### src/rtl/wbps_pkg.sv
// Shared constants, register index codes and the aligned-signature struct
// of the wildcard byte pattern scanner. No dependencies.
package wbps_pkg;

   // window depth and byte counter width
   localparam int PATTERN_MAX = 32;
   localparam int COUNT_BITS  = 32;

   // signature bytes held by the four pattern registers
   localparam int SIG_BYTES   = 32;
   localparam int SIG_IDX_W   = $clog2(SIG_BYTES);
   localparam int SIG_LIMIT   = (PATTERN_MAX < SIG_BYTES) ? PATTERN_MAX : SIG_BYTES;
   localparam int LEN_W       = $clog2(SIG_LIMIT + 1);

   localparam int ADDR_W      = 64;
   localparam int PLEN_W      = 6;
   localparam int MASK_W      = 32;
   localparam int CSR_INDEX_W = 3;
   localparam int CSR_DATA_W  = 64;

   typedef enum logic [CSR_INDEX_W-1:0] {
      CSR_PATTERN_0 = 3'd0,
      CSR_PATTERN_1 = 3'd1,
      CSR_PATTERN_2 = 3'd2,
      CSR_PATTERN_3 = 3'd3,
      CSR_WILDCARD  = 3'd4,
      CSR_LENGTH    = 3'd5,
      CSR_BASE      = 3'd6
   } csr_index_type;

   // signature laid out by window age: entry a is compared against the
   // byte taken in a beats ago; care is clear for wildcards and unused ages
   typedef struct packed {
      logic [SIG_LIMIT-1:0][7:0] sig_by_age;
      logic [SIG_LIMIT-1:0]      care;
      logic [LEN_W-1:0]          length;
      logic [ADDR_W-1:0]         base_minus_len;
   } cfg_type;

endpackage

### src/rtl/wbps_req_if.sv
// Input channel of the scanner: one memory byte per beat with region flags.
// No dependencies.
interface wbps_req_if;
   logic       valid;
   logic       ready;
   logic [7:0] memory_byte;
   logic       start_scan;
   logic       last_byte;

   modport source (output valid, memory_byte, start_scan, last_byte, input ready);
   modport sink   (input valid, memory_byte, start_scan, last_byte, output ready);
endinterface

### src/rtl/wbps_rsp_if.sv
// Result channel of the scanner: hit flag, match address and no-match flag.
// Depends on wbps_pkg.
interface wbps_rsp_if;
   logic                       valid;
   logic                       ready;
   logic                       match_hit;
   logic [wbps_pkg::ADDR_W-1:0] match_address;
   logic                       no_match;

   modport source (output valid, match_hit, match_address, no_match, input ready);
   modport sink   (input valid, match_hit, match_address, no_match, output ready);
endinterface

### src/rtl/wbps_csr.sv
// Configuration registers of the scanner and the registered signature
// alignment by window age. Depends on wbps_pkg.
module wbps_csr (
   input  logic                              clock,
   input  logic                              reset,
   input  logic                              csr_we,
   input  logic [wbps_pkg::CSR_INDEX_W-1:0]  csr_index,
   input  logic [wbps_pkg::CSR_DATA_W-1:0]   csr_wdata,
   output wbps_pkg::cfg_type                 cfg
);

   logic [63:0]                   pattern_ff [4];
   logic [wbps_pkg::MASK_W-1:0]   wildcard_ff;
   logic [wbps_pkg::PLEN_W-1:0]   length_ff;
   logic [wbps_pkg::ADDR_W-1:0]   base_ff;
   wbps_pkg::cfg_type             cfg_ff;
   wbps_pkg::cfg_type             cfg_in;
   logic [7:0]                    sig_byte [wbps_pkg::SIG_BYTES];
   logic [wbps_pkg::LEN_W-1:0]    len_eff;

   // take register writes, drop unknown indexes
   always_ff @(posedge clock) begin
      if (reset) begin
         for (int r = 0; r < 4; r++) begin
            pattern_ff[r] <= '0;
         end
         wildcard_ff <= '0;
         length_ff   <= wbps_pkg::PLEN_W'(1);
         base_ff     <= '0;
      end else if (csr_we) begin
         unique case (wbps_pkg::csr_index_type'(csr_index))
            wbps_pkg::CSR_PATTERN_0: pattern_ff[0] <= csr_wdata;
            wbps_pkg::CSR_PATTERN_1: pattern_ff[1] <= csr_wdata;
            wbps_pkg::CSR_PATTERN_2: pattern_ff[2] <= csr_wdata;
            wbps_pkg::CSR_PATTERN_3: pattern_ff[3] <= csr_wdata;
            wbps_pkg::CSR_WILDCARD:  wildcard_ff   <= csr_wdata[wbps_pkg::MASK_W-1:0];
            wbps_pkg::CSR_LENGTH:    length_ff     <= csr_wdata[wbps_pkg::PLEN_W-1:0];
            wbps_pkg::CSR_BASE:      base_ff       <= csr_wdata[wbps_pkg::ADDR_W-1:0];
            default: ;
         endcase
      end
   end

   // split the pattern registers into signature bytes
   always_comb begin
      for (int i = 0; i < wbps_pkg::SIG_BYTES; i++) begin
         sig_byte[i] = pattern_ff[i / 8][(i % 8) * 8 +: 8];
      end
   end

   // clamp the length: zero acts as one, saturate at the window limit
   always_comb begin
      if (length_ff == '0) begin
         len_eff = wbps_pkg::LEN_W'(1);
      end else if (length_ff > wbps_pkg::PLEN_W'(wbps_pkg::SIG_LIMIT)) begin
         len_eff = wbps_pkg::LEN_W'(wbps_pkg::SIG_LIMIT);
      end else begin
         len_eff = wbps_pkg::LEN_W'(length_ff);
      end
   end

   // lay the signature out by age: age a holds signature byte len-1-a
   always_comb begin
      int                            pos;
      logic [wbps_pkg::SIG_IDX_W-1:0] idx;
      cfg_in = '0;
      for (int a = 0; a < wbps_pkg::SIG_LIMIT; a++) begin
         pos = int'(len_eff) - 1 - a;
         idx = wbps_pkg::SIG_IDX_W'(pos);
         if (pos >= 0) begin
            cfg_in.sig_by_age[a] = sig_byte[idx];
            cfg_in.care[a]       = !wildcard_ff[idx];
         end
      end
      cfg_in.length         = len_eff;
      cfg_in.base_minus_len = base_ff - wbps_pkg::ADDR_W'(len_eff);
   end

   always_ff @(posedge clock) begin
      cfg_ff <= cfg_in;
   end

   assign cfg = cfg_ff;

endmodule

### src/rtl/wbps_match.sv
// Byte window, region byte count and first-match logic of the scanner, with
// an input register and a result register. Depends on wbps_pkg and the
// channel interfaces.
module wbps_match (
   input  logic              clock,
   input  logic              reset,
   input  wbps_pkg::cfg_type cfg,
   wbps_req_if.sink          req,
   wbps_rsp_if.source        rsp
);

   localparam logic [wbps_pkg::COUNT_BITS-1:0] CountMax = '1;

   // input register
   logic       in_valid_ff;
   logic [7:0] in_byte_ff;
   logic       in_start_ff;
   logic       in_last_ff;

   // scan state
   logic [7:0]                     window_ff [wbps_pkg::PATTERN_MAX];
   logic [wbps_pkg::COUNT_BITS-1:0] count_ff;
   logic                           found_ff;

   // result register
   logic                        out_valid_ff;
   logic                        hit_ff;
   logic [wbps_pkg::ADDR_W-1:0] addr_ff;
   logic                        no_match_ff;

   logic                           advance;
   logic [7:0]                     window_in [wbps_pkg::PATTERN_MAX];
   logic [wbps_pkg::COUNT_BITS-1:0] count_in;
   logic                           found_base;
   logic                           window_ok;
   logic                           hit_in;
   logic [wbps_pkg::ADDR_W-1:0]    addr_in;
   logic                           no_match_in;

   assign advance   = !out_valid_ff || rsp.ready;
   assign req.ready = !in_valid_ff || advance;

   // hold the accepted beat
   always_ff @(posedge clock) begin
      if (reset) begin
         in_valid_ff <= 1'b0;
      end else if (req.ready) begin
         in_valid_ff <= req.valid;
      end
   end

   always_ff @(posedge clock) begin
      if (req.ready && req.valid) begin
         in_byte_ff  <= req.memory_byte;
         in_start_ff <= req.start_scan;
         in_last_ff  <= req.last_byte;
      end
   end

   // shift the new byte into the window
   always_comb begin
      window_in[0] = in_byte_ff;
      for (int k = 1; k < wbps_pkg::PATTERN_MAX; k++) begin
         window_in[k] = window_ff[k - 1];
      end
   end

   // compare every age against the aligned signature
   always_comb begin
      window_ok = 1'b1;
      for (int a = 0; a < wbps_pkg::SIG_LIMIT; a++) begin
         if (cfg.care[a] && (window_in[a] != cfg.sig_by_age[a])) begin
            window_ok = 1'b0;
         end
      end
   end

   // count bytes of the region, saturating; start restarts the region
   always_comb begin
      if (in_start_ff) begin
         count_in = wbps_pkg::COUNT_BITS'(1);
      end else if (count_ff == CountMax) begin
         count_in = count_ff;
      end else begin
         count_in = count_ff + wbps_pkg::COUNT_BITS'(1);
      end
      found_base  = found_ff && !in_start_ff;
      hit_in      = !found_base && window_ok
                    && (count_in >= wbps_pkg::COUNT_BITS'(cfg.length));
      addr_in     = hit_in ? cfg.base_minus_len + wbps_pkg::ADDR_W'(count_in) : '0;
      no_match_in = in_last_ff && !found_base && !hit_in;
   end

   // advance scan state when the beat moves to the result register
   always_ff @(posedge clock) begin
      if (reset) begin
         count_ff <= '0;
         found_ff <= 1'b0;
      end else if (advance && in_valid_ff) begin
         count_ff <= count_in;
         found_ff <= found_base || hit_in;
      end
   end

   always_ff @(posedge clock) begin
      if (advance && in_valid_ff) begin
         window_ff <= window_in;
      end
   end

   // result register
   always_ff @(posedge clock) begin
      if (reset) begin
         out_valid_ff <= 1'b0;
      end else if (advance) begin
         out_valid_ff <= in_valid_ff;
      end
   end

   always_ff @(posedge clock) begin
      if (advance && in_valid_ff) begin
         hit_ff      <= hit_in;
         addr_ff     <= addr_in;
         no_match_ff <= no_match_in;
      end
   end

   assign rsp.valid         = out_valid_ff;
   assign rsp.match_hit     = hit_ff;
   assign rsp.match_address = addr_ff;
   assign rsp.no_match      = no_match_ff;

endmodule

### src/rtl/wildcard_byte_pattern_scan.sv
// A byte beat accepted into the input register goes on through the result register.
// Throughput: one byte per cycle; when the result beat is not taken the result register
// stalls, as does a full input register, and req.ready then follows rsp.ready.
// Reset clears the configuration to its defaults, the byte count, the found flag
// and both valid registers; the byte window holds no reset value.
// Top level of the wildcard byte pattern scanner; uses wbps_pkg, the channel
// interfaces, wbps_csr and wbps_match.
module wildcard_byte_pattern_scan (
   input  logic                              clock,
   input  logic                              reset,
   wbps_req_if.sink                          req,
   wbps_rsp_if.source                        rsp,
   input  logic                              csr_we,
   input  logic [wbps_pkg::CSR_INDEX_W-1:0]  csr_index,
   input  logic [wbps_pkg::CSR_DATA_W-1:0]   csr_wdata
);

   wbps_pkg::cfg_type cfg;

   wbps_csr u_csr (
      .clock     (clock),
      .reset     (reset),
      .csr_we    (csr_we),
      .csr_index (csr_index),
      .csr_wdata (csr_wdata),
      .cfg       (cfg)
   );

   wbps_match u_match (
      .clock (clock),
      .reset (reset),
      .cfg   (cfg),
      .req   (req),
      .rsp   (rsp)
   );

   // a beat never reports both a hit and a miss
   assert property (@(posedge clock) disable iff (reset)
      rsp.valid |-> !(rsp.match_hit && rsp.no_match))
      else $error("hit and no-match in the same result beat");

   // the address is zero unless the beat is a hit
   assert property (@(posedge clock) disable iff (reset)
      (rsp.valid && !rsp.match_hit) |-> (rsp.match_address == '0))
      else $error("match address set without a hit");

   // no result beat comes out right after reset
   assert property (@(posedge clock)
      reset |=> !rsp.valid)
      else $error("result beat valid after reset");

endmodule
### src/flat_wrapper.sv
// flat-port wrapper written by rule: the top's interface ports become plain ports
module wildcard_byte_pattern_scan_flat 
  (clock, reset, csr_we, csr_index, csr_wdata, req_valid, req_memory_byte, req_start_scan, req_last_byte, req_ready, rsp_valid, rsp_match_hit, rsp_match_address, rsp_no_match, rsp_ready);
  wbps_req_if req_i ();
  wbps_rsp_if rsp_i ();
  input  logic clock;
  input  logic reset;
  input  logic csr_we;
  input  logic [wbps_pkg::CSR_INDEX_W-1:0] csr_index;
  input  logic [wbps_pkg::CSR_DATA_W-1:0] csr_wdata;
  input wire logic [$bits(req_i.valid)-1:0] req_valid;
  input wire logic [$bits(req_i.memory_byte)-1:0] req_memory_byte;
  input wire logic [$bits(req_i.start_scan)-1:0] req_start_scan;
  input wire logic [$bits(req_i.last_byte)-1:0] req_last_byte;
  output wire logic [$bits(req_i.ready)-1:0] req_ready;
  output wire logic [$bits(rsp_i.valid)-1:0] rsp_valid;
  output wire logic [$bits(rsp_i.match_hit)-1:0] rsp_match_hit;
  output wire logic [$bits(rsp_i.match_address)-1:0] rsp_match_address;
  output wire logic [$bits(rsp_i.no_match)-1:0] rsp_no_match;
  input wire logic [$bits(rsp_i.ready)-1:0] rsp_ready;
  assign req_i.valid = req_valid;
  assign req_i.memory_byte = req_memory_byte;
  assign req_i.start_scan = req_start_scan;
  assign req_i.last_byte = req_last_byte;
  assign req_ready = req_i.ready;
  assign rsp_valid = rsp_i.valid;
  assign rsp_match_hit = rsp_i.match_hit;
  assign rsp_match_address = rsp_i.match_address;
  assign rsp_no_match = rsp_i.no_match;
  assign rsp_i.ready = rsp_ready;
  wildcard_byte_pattern_scan u_core (.clock(clock), .reset(reset), .req(req_i), .rsp(rsp_i), .csr_we(csr_we), .csr_index(csr_index), .csr_wdata(csr_wdata));
endmodule
### config.mk
export PLATFORM = sky130hd
export DESIGN_NAME = wildcard_byte_pattern_scan_flat
export DESIGN_NICKNAME = d
export VERILOG_FILES = /design/src/rtl/wbps_pkg.sv /design/src/rtl/wbps_req_if.sv /design/src/rtl/wbps_rsp_if.sv /design/src/rtl/wbps_csr.sv /design/src/rtl/wbps_match.sv /design/src/rtl/wildcard_byte_pattern_scan.sv /design/src/flat_wrapper.sv
export SDC_FILE = /design/constraint.sdc
export NUM_CORES = 2
export LEC_CHECK = 0
export ABC_AREA = 1
export BUFFER_PORTS_ARGS = -buffer_cell sky130_fd_sc_hd__buf_2
export CORE_MARGIN = 8
export CORE_UTILIZATION = 52
export DETAILED_ROUTE_END_ITERATION = 8
export PLACE_DENSITY_LB_ADDON = 0.12
export SETUP_SLACK_MARGIN = 0.3
export SLEW_MARGIN = 25
export SYNTH_ARGS = -nofsm -noshare
export SYNTH_HDL_FRONTEND = slang
export SYNTH_HIERARCHICAL = 1
export SYNTH_SLANG_ARGS = --single-unit
### constraint.sdc
create_clock -name clock -period 9.1 [get_ports clock]
set_input_delay 0 -clock clock [delete_from_list [all_inputs] [get_ports clock]]
set_output_delay 0 -clock clock [all_outputs]
set_load 0.03 [all_outputs]
==> Yosys cells after proc, flatten, opt, wreduce, memory -nomap -nowiden <==
Memories as Yosys holds them, arrays and structs flattened.
Index checks and enable logic that the tools add are counted.
Widths: inputs -> output; s select.
{ "totals": {"rom_bits": 0, "out_inout_bits": 68, "inputBits": 82, "ram_bits": 256, "register_bits": 819, "n_memories": 1, "latchBits": 0} }
{ "mem_list": {"columns": ["memory", "depth", "word_bits", "rd", "rd_ports_with_merged_regs", "write_ports", "line", "rtl"], "rows": [
  ["u_core.u_csr.pattern_ff", 4, 64, 4, 0, 4, "wbps_csr.sv:12", "logic [63:0] pattern_ff [4];"]
]} }
{ "op_classes": {"n_eq_ne": 39, "n_lt_le_gt_ge": 98, "n_addsub": 35, "mux": 218, "n_shift": 0, "reduce_logical": 84, "div_mod_pow": 0, "bitwise_logic": 36, "n_mul": 0} }
{ "op_table": {"columns": ["cell", "n"], "rows": [
  ["$bmux 8 s5", 32],
  ["$ge 32x1->1 const B", 30],
  ["$mux 8", 64],
  ["$mux 64", 4],
  ["$ne 8x8->1", 32],
  ["$ge 6x6->1 const B", 32],
  ["$lt 5x6->1 const B", 32],
  ["$not 5->6", 32],
  ["$bmux 1 s5", 32],
  ["$sub 7x6->8 const B", 16],
  ["$mux 1", 82],
  ["$add 64x32->64", 1],
  ["$mux 32", 2],
  ["$sub 64x6->64", 1],
  ["$sub 7x5->8 const B", 8],
  ["$logic_and 1x1->1", 39],
  ["$logic_not 1->1", 37],
  ["$add 32x1->32 const B", 1],
  ["$eq 32x32->1 const B", 1],
  ["$ge 32x6->1", 1],
  ["$sub 7x4->8 const B", 4],
  ["$sub 7x3->8 const B", 2],
  ["$mux 6", 2],
  ["$eq 3x3->1 const B", 3],
  ["12 further kinds", 20]
]} }

==> Depth between registers and ports, before layout <==
{ "depth": {"depth_word": 38, "mapped_depth": 27, "depth_no_buf": 27} }

==> Hierarchy <==
Netlist, hierarchy kept.
{ "modules_own_cells": {"columns": ["mod", "cells_per_inst", "n_inst", "area_each_um2", "seq_area_each_um2"], "rows": [
  ["wbps_csr", 6226, 1, 41095.7, 16896.2],
  ["wbps_match", 2107, 1, 19413.6, 10430.0]
]} }

==> Worst setup path before layout <==
Ideal clock, no wire load.
{ "synth_path": {"path_type": "reg-to-reg", "startpoint": "register u_core.u_match.out_valid_ff (netlist: u_core/u_match/rsp.valid)", "endpoint": "register u_core/u_match/count_ff[22] (netlist name)", "path_stages_with_launch": 6, "n_path_buf": 1, "t_required_ns": 8.606, "arrival_time_ns": 9.774, "slack_ns": -1.168, "cell_sequence": "dfxtp_1 nand2_1 nand2_1 clkinv_1 clkbuf_1 a21oi_1"} }
{ "synth_between": {"elab_chain_cells": 3} }
{ "synth_lines": {"columns": ["element", "line", "rtl"], "rows": [
  ["start: declaration", "wbps_match.sv:26", "logic out_valid_ff;"],
  ["start signal: assignment", "wbps_match.sv:116", "out_valid_ff <= in_valid_ff;"],
  ["$logic_not 1->1", "wbps_match.sv:40", "assign advance = !out_valid_ff || rsp.ready;"],
  ["$logic_or 1x1->1", "wbps_match.sv:40", null],
  ["$logic_and 1x1->1", "wbps_match.sv:99", "end else if (advance && in_valid_ff) begin"],
  ["end signal: assignment", "wbps_match.sv:100", "count_ff <= count_in;"],
  ["end: declaration", "wbps_match.sv:22", "logic [wbps_pkg::COUNT_BITS-1:0] count_ff;"]
]} }
Every way passes these cells.
A chain may end at the register's enable or synchronous reset.

==> Final worst setup path <==
{ "layout_path": {"startpoint": "register u_core/u_csr/length_ff[5] (netlist name)", "endpoint": "register u_core.u_csr.cfg_ff (netlist bit u_core/u_csr/cfg[77])"} }
{ "layout_between": {"elab_chain_cells": 8} }
{ "layout_lines": {"columns": ["element", "line", "rtl"], "rows": [
  ["start: declaration", "wbps_csr.sv:14", "logic [wbps_pkg::PLEN_W-1:0] length_ff;"],
  ["start signal: assignment", "wbps_csr.sv:28", "length_ff <= wbps_pkg::PLEN_W'(1);"],
  ["start signal: assignment", "wbps_csr.sv:37", "wbps_pkg::CSR_LENGTH: length_ff <= csr_wdata[wbps_pkg::PLEN_W-1:0];"],
  ["$gt 6x6->1", "wbps_csr.sv:55", "end else if (length_ff > wbps_pkg::PLEN_W'(wbps_pkg::SIG_LIMIT)) begin"],
  ["$mux 6", "wbps_csr.sv:55", null],
  ["$mux 6 (*)", "wbps_csr.sv:53", "if (length_ff == '0) begin"],
  ["$sub 6x1->7 (*)", "wbps_csr.sv:68", "pos = int'(len_eff) - 1 - a;"],
  ["$sub 7x4->8 (*)", "wbps_csr.sv:68", null],
  ["branches (longest 3 deep; another with $ge 32x1->1)", null, null],
  ["end signal: assignment", "wbps_csr.sv:80", "cfg_ff <= cfg_in;"],
  ["end: declaration", "wbps_csr.sv:16", "wbps_pkg::cfg_type cfg_ff;"]
]} }
Every way passes the cells marked *. The select of a mux whose other input is x is not followed.

==> flow_metrics.env <==
export IMPL_status="complete, no violations"
export IMPL_r2r_end="u_core/u_csr/cfg[77]"
export IMPL_drive_gt1_share_pct=7.03
export IMPL_synth_edf_count=580
export IMPL_yosys_area_top_type="edfxtp_1"
export IMPL_cp_end_kind="flip-flop"
export IMPL_insertion_delay_ns=0.79
export IMPL_wl_per_cell_um=27.9
export IMPL_viasPerCell=6.21
export IMPL_vias=62026
export IMPL_period_needed_ns=5.80
export IMPL_dieArea_mm2=0.128
export IMPL_leakage_nw=29.8
export IMPL_reg2reg_depth=16
export IMPL_drt_pass1_iter_count=9
export IMPL_layout_setup_ws_ns=3.30
export IMPL_hpwl_um=211000
export IMPL_rows=125
export IMPL_syn_area_mm2=0.0605
export IMPL_crit_chain="nor2_1, nand3_4, nand2_4, inv_1, ha_4, inv_4, buf_4, nand3_1, nand2_2, buf_4, nand2_1, nand3_1, nand3_1, nand2_1, nor2_1, nor2_1"
export IMPL_antenna_found_initial=22
export IMPL_cts_resized=0
export IMPL_maxCapViolations=0
export IMPL_cts_buffers=116
export IMPL_yosysTopAreaCellShare_pct=28.8
export IMPL_synth_net_count=8470
export IMPL_fin_skew_ns=0.0471
export IMPL_drt_iter0_drc=11208
export IMPL_slew_viol_final=0
export IMPL_grtUsageTotal_pct=42.2
export IMPL_grt_max_degree=177
export IMPL_syn_area_per_cell_um2=7.26
export IMPL_synthDistinctLibCells=46
export IMPL_rsz0062_at_grt="false"
export IMPL_pre_cts_ws_ns=3.59
export IMPL_crit_required_ns=9.78
export IMPL_cts_buffer_depth=3
export IMPL_fin_crit_sh_pct=63.8
export IMPL_r2r_start="u_core/u_csr/length_ff[5]"
export IMPL_timing_hold_ws_ns=0.103
export IMPL_fin_cells=9994
export IMPL_worstPathMaxFanout=52
export IMPL_powerDensity_mw_per_mm2=227
export IMPL_post_cts_buffers=0
export IMPL_syn_inst=8333
export IMPL_cts_root_buf="clkbuf_16"
export IMPL_ys_warn_count=6
export IMPL_wl_um=279000
export IMPL_critPathArrivalTime_ns=6.49
export IMPL_drc=0
export IMPL_grt_pass1_wl_um=389000
export IMPL_whs_endpoint="u_core/u_csr/wildcard_ff[31]"
export IMPL_async_reset_ff_share_pct=0
export IMPL_r2r_setup_slack_ns=3.30
export IMPL_synthTopCellsByArea="edfxtp_1 (29%), dfxtp_1 (16%), nand3_1 (15%)"
export IMPL_numPortBuffers=149
export IMPL_ys_seq_elements=1075
export IMPL_min_path_type="input port to flip-flop"
export IMPL_ir_drop_mv=0.216
export IMPL_clk_pin_slew_ns=0.07
export IMPL_whs_path_depth=5
export IMPL_setup_viol=0
export IMPL_gp_congestion=1.06
export IMPL_io_pins=150
export IMPL_setup_tns_ns=0
export IMPL_fp_dieW_um=357
export IMPL_hold_violations=0
export IMPL_start_util_pct=52.3
export IMPL_hp_start="csr_we"
export IMPL_worst_setup_path_start_kind="flip-flop"
export IMPL_worstMarginPinSlew_ns=1.25
export IMPL_slowest_stage="buf_4"
export IMPL_critPathMaxStageDelay_ns=0.68
export IMPL_cts_tree="done"
export IMPL_final_core_util_pct=58.1
export IMPL_core_area_mm2=0.116
export IMPL_dp_cells=9671
export IMPL_die_h_um=357
export IMPL_ys_seq_area_share_pct=45.2
export IMPL_h_tree_depth=3
export IMPL_grt_pass1_vias=54173
export IMPL_ant_nets=0
export IMPL_cts_sinks=1075
export IMPL_syn2layout_area_growth_pct=11.1
export IMPL_synthTopCellsByCount="nand2_1 (2,312), nand3_1 (1,858), nor2_1 (1,133)"
export IMPL_grt_overflow_total=0
export IMPL_yosysMostFrequentCell="nand2_1"
export IMPL_max_freq_ghz=0.172
export IMPL_slew_headroom_pct=16.3
export IMPL_worst_setup_path_type="flip-flop to flip-flop"
export IMPL_synthFlopType="edfxtp_1"
export IMPL_final_nets=8499
cell type report:
type,instances,area [um2]
multi-input cells,6368,29700
repair buffers,309,2230
clock buffers,149,3320
clock inverters,71,881
well taps,1524,1910
diodes,6,15.0
fillers,10849,48500
inverters,492,1860
flip-flops and latches,1075,27300
through the flow:
stage / power [mW] / area (um2)
3_3_place_gp: 9.86 / 62000
3_5_place_dp: 9.87 / 62000
6_report: 15.3 / 67200
4_1_cts: 15.0 / 67100
2_1_floorplan: 8.38 / 60500
5_1_grt: 15.7 / 67200
metal layers:
metal	up-vias	GRT usage [%]	routed length [um]
met3	697	20.3	48900
li1	27670	-	-
met5	-	0	68
met1	29166	57.4	108000
met2	4483	55.8	105000
met4	10	19.8	16800
report_power, final:
group          total (mW)  switching [mW]  leakage, nW  internal (mW)
Combinational        4.25            3.16         18.2           1.08
Sequential           5.83           0.332         9.57           5.50
Clock                5.20            2.19         2.08           3.01
Total                15.3            5.69         29.8           9.59
cells by family after synthesis:
group / Yosys count / synth area share [%]
compound gates: 483 / 4.22
xor+xnor: 267 / 3.86
fa+ha+maj: 55 / 1.16
buf+inv: 890 / 6.15
flops: 1075 / 45.2
simple gates: 5563 / 39.4
how the worst max path moves through the flow:
| stage | start | slack [ns] | end | depth (start not counted) |
|---|---|---|---|---|
| 2_1_floorplan | u_core/u_match/rsp.valid | 3.70 | u_core/u_match/rsp.match_address[0] | 4 |
| 4_1_cts | u_core/u_csr/length_ff[5] | 3.54 | u_core/u_csr/cfg[351] | 16 |
| 3_5_place_dp | u_core/u_csr/length_ff[5] | 3.59 | u_core/u_csr/cfg[286] | 16 |
| 6_report | u_core/u_csr/length_ff[5] | 3.30 | u_core/u_csr/cfg[77] | 16 |
| 5_1_grt | u_core/u_csr/length_ff[5] | 2.99 | u_core/u_csr/cfg[351] | 16 |
| 3_3_place_gp | u_core/u_csr/length_ff[5] | 3.60 | u_core/u_csr/cfg[286] | 16 |
state kept, by name, indices dropped and copies added, names as in the netlist:
signal and flops:
u_core/u_match/found_ff 1, u_core/u_csr/pattern_ff 256, u_core/u_match/rsp.match_address 64, u_core/u_match/count_ff 32
u_core/u_csr/wildcard_ff 32, u_core/u_csr/length_ff 6, u_core/u_csr/base_ff 64, u_core/u_match/rsp.no_match 1
u_core/u_match/rsp.match_hit 1, u_core/u_match/rsp.valid 1, u_core/u_match/in_valid_ff 1, u_core/u_match/in_last_ff 1
u_core/u_match/window_ff 248, u_core/u_csr/cfg 358, u_core/u_match/in_start_ff 1, u_core/u_match/in_byte_ff 8
critical path: cells and delay by family (launching register included):
| family | cells | cell delay, ns |
|---|---|---|
| buffers and inverters | 4 | 1.96 |
| adders and majority gates | 1 | 0.44 |
| DFF | 1 | 0.37 |
| and+or+nand+nor | 11 | 2.81 |
repair_timing:
| item | 4_1_cts | 5_1_grt |
|---|---|---|
| hold endpoints to repair | 373 | 0 |
| endpoints found under the setup margin | 0 | 0 |
| hold buffers | 96 | 0 |
layout by cell type (no fill, tap or decap), drive strengths merged, types with 2 or more instances in the layout:
| cell | n |
|---|---|
| dlygate4sd3 | 96 |
| fa | 2 |
| diode | 6 |
| a31oi | 13 |
| bufinv | 14 |
| a21oi | 199 |
| nor3 | 54 |
| clkbuf | 149 |
| ha | 53 |
| nand3 | 1859 |
| o21ai | 236 |
| nor2 | 1162 |
| a21o | 8 |
| xor2 | 102 |
| o22ai | 2 |
| clkinv | 45 |
| buf | 213 |
| nor4 | 15 |
| or2 | 53 |
| inv | 499 |
| dfxtp | 495 |
| clkinvlp | 5 |
| xnor2 | 165 |
| edfxtp | 580 |
| a211oi | 3 |
| a21boi | 7 |
| and2 | 2 |
| nand3b | 19 |
| o21bai | 4 |
| nand4 | 47 |
| and3 | 5 |
| nor3b | 6 |
| nand2 | 2340 |
| o211ai | 9 |
Note: power is estimated with default switching activity, not from simulation.
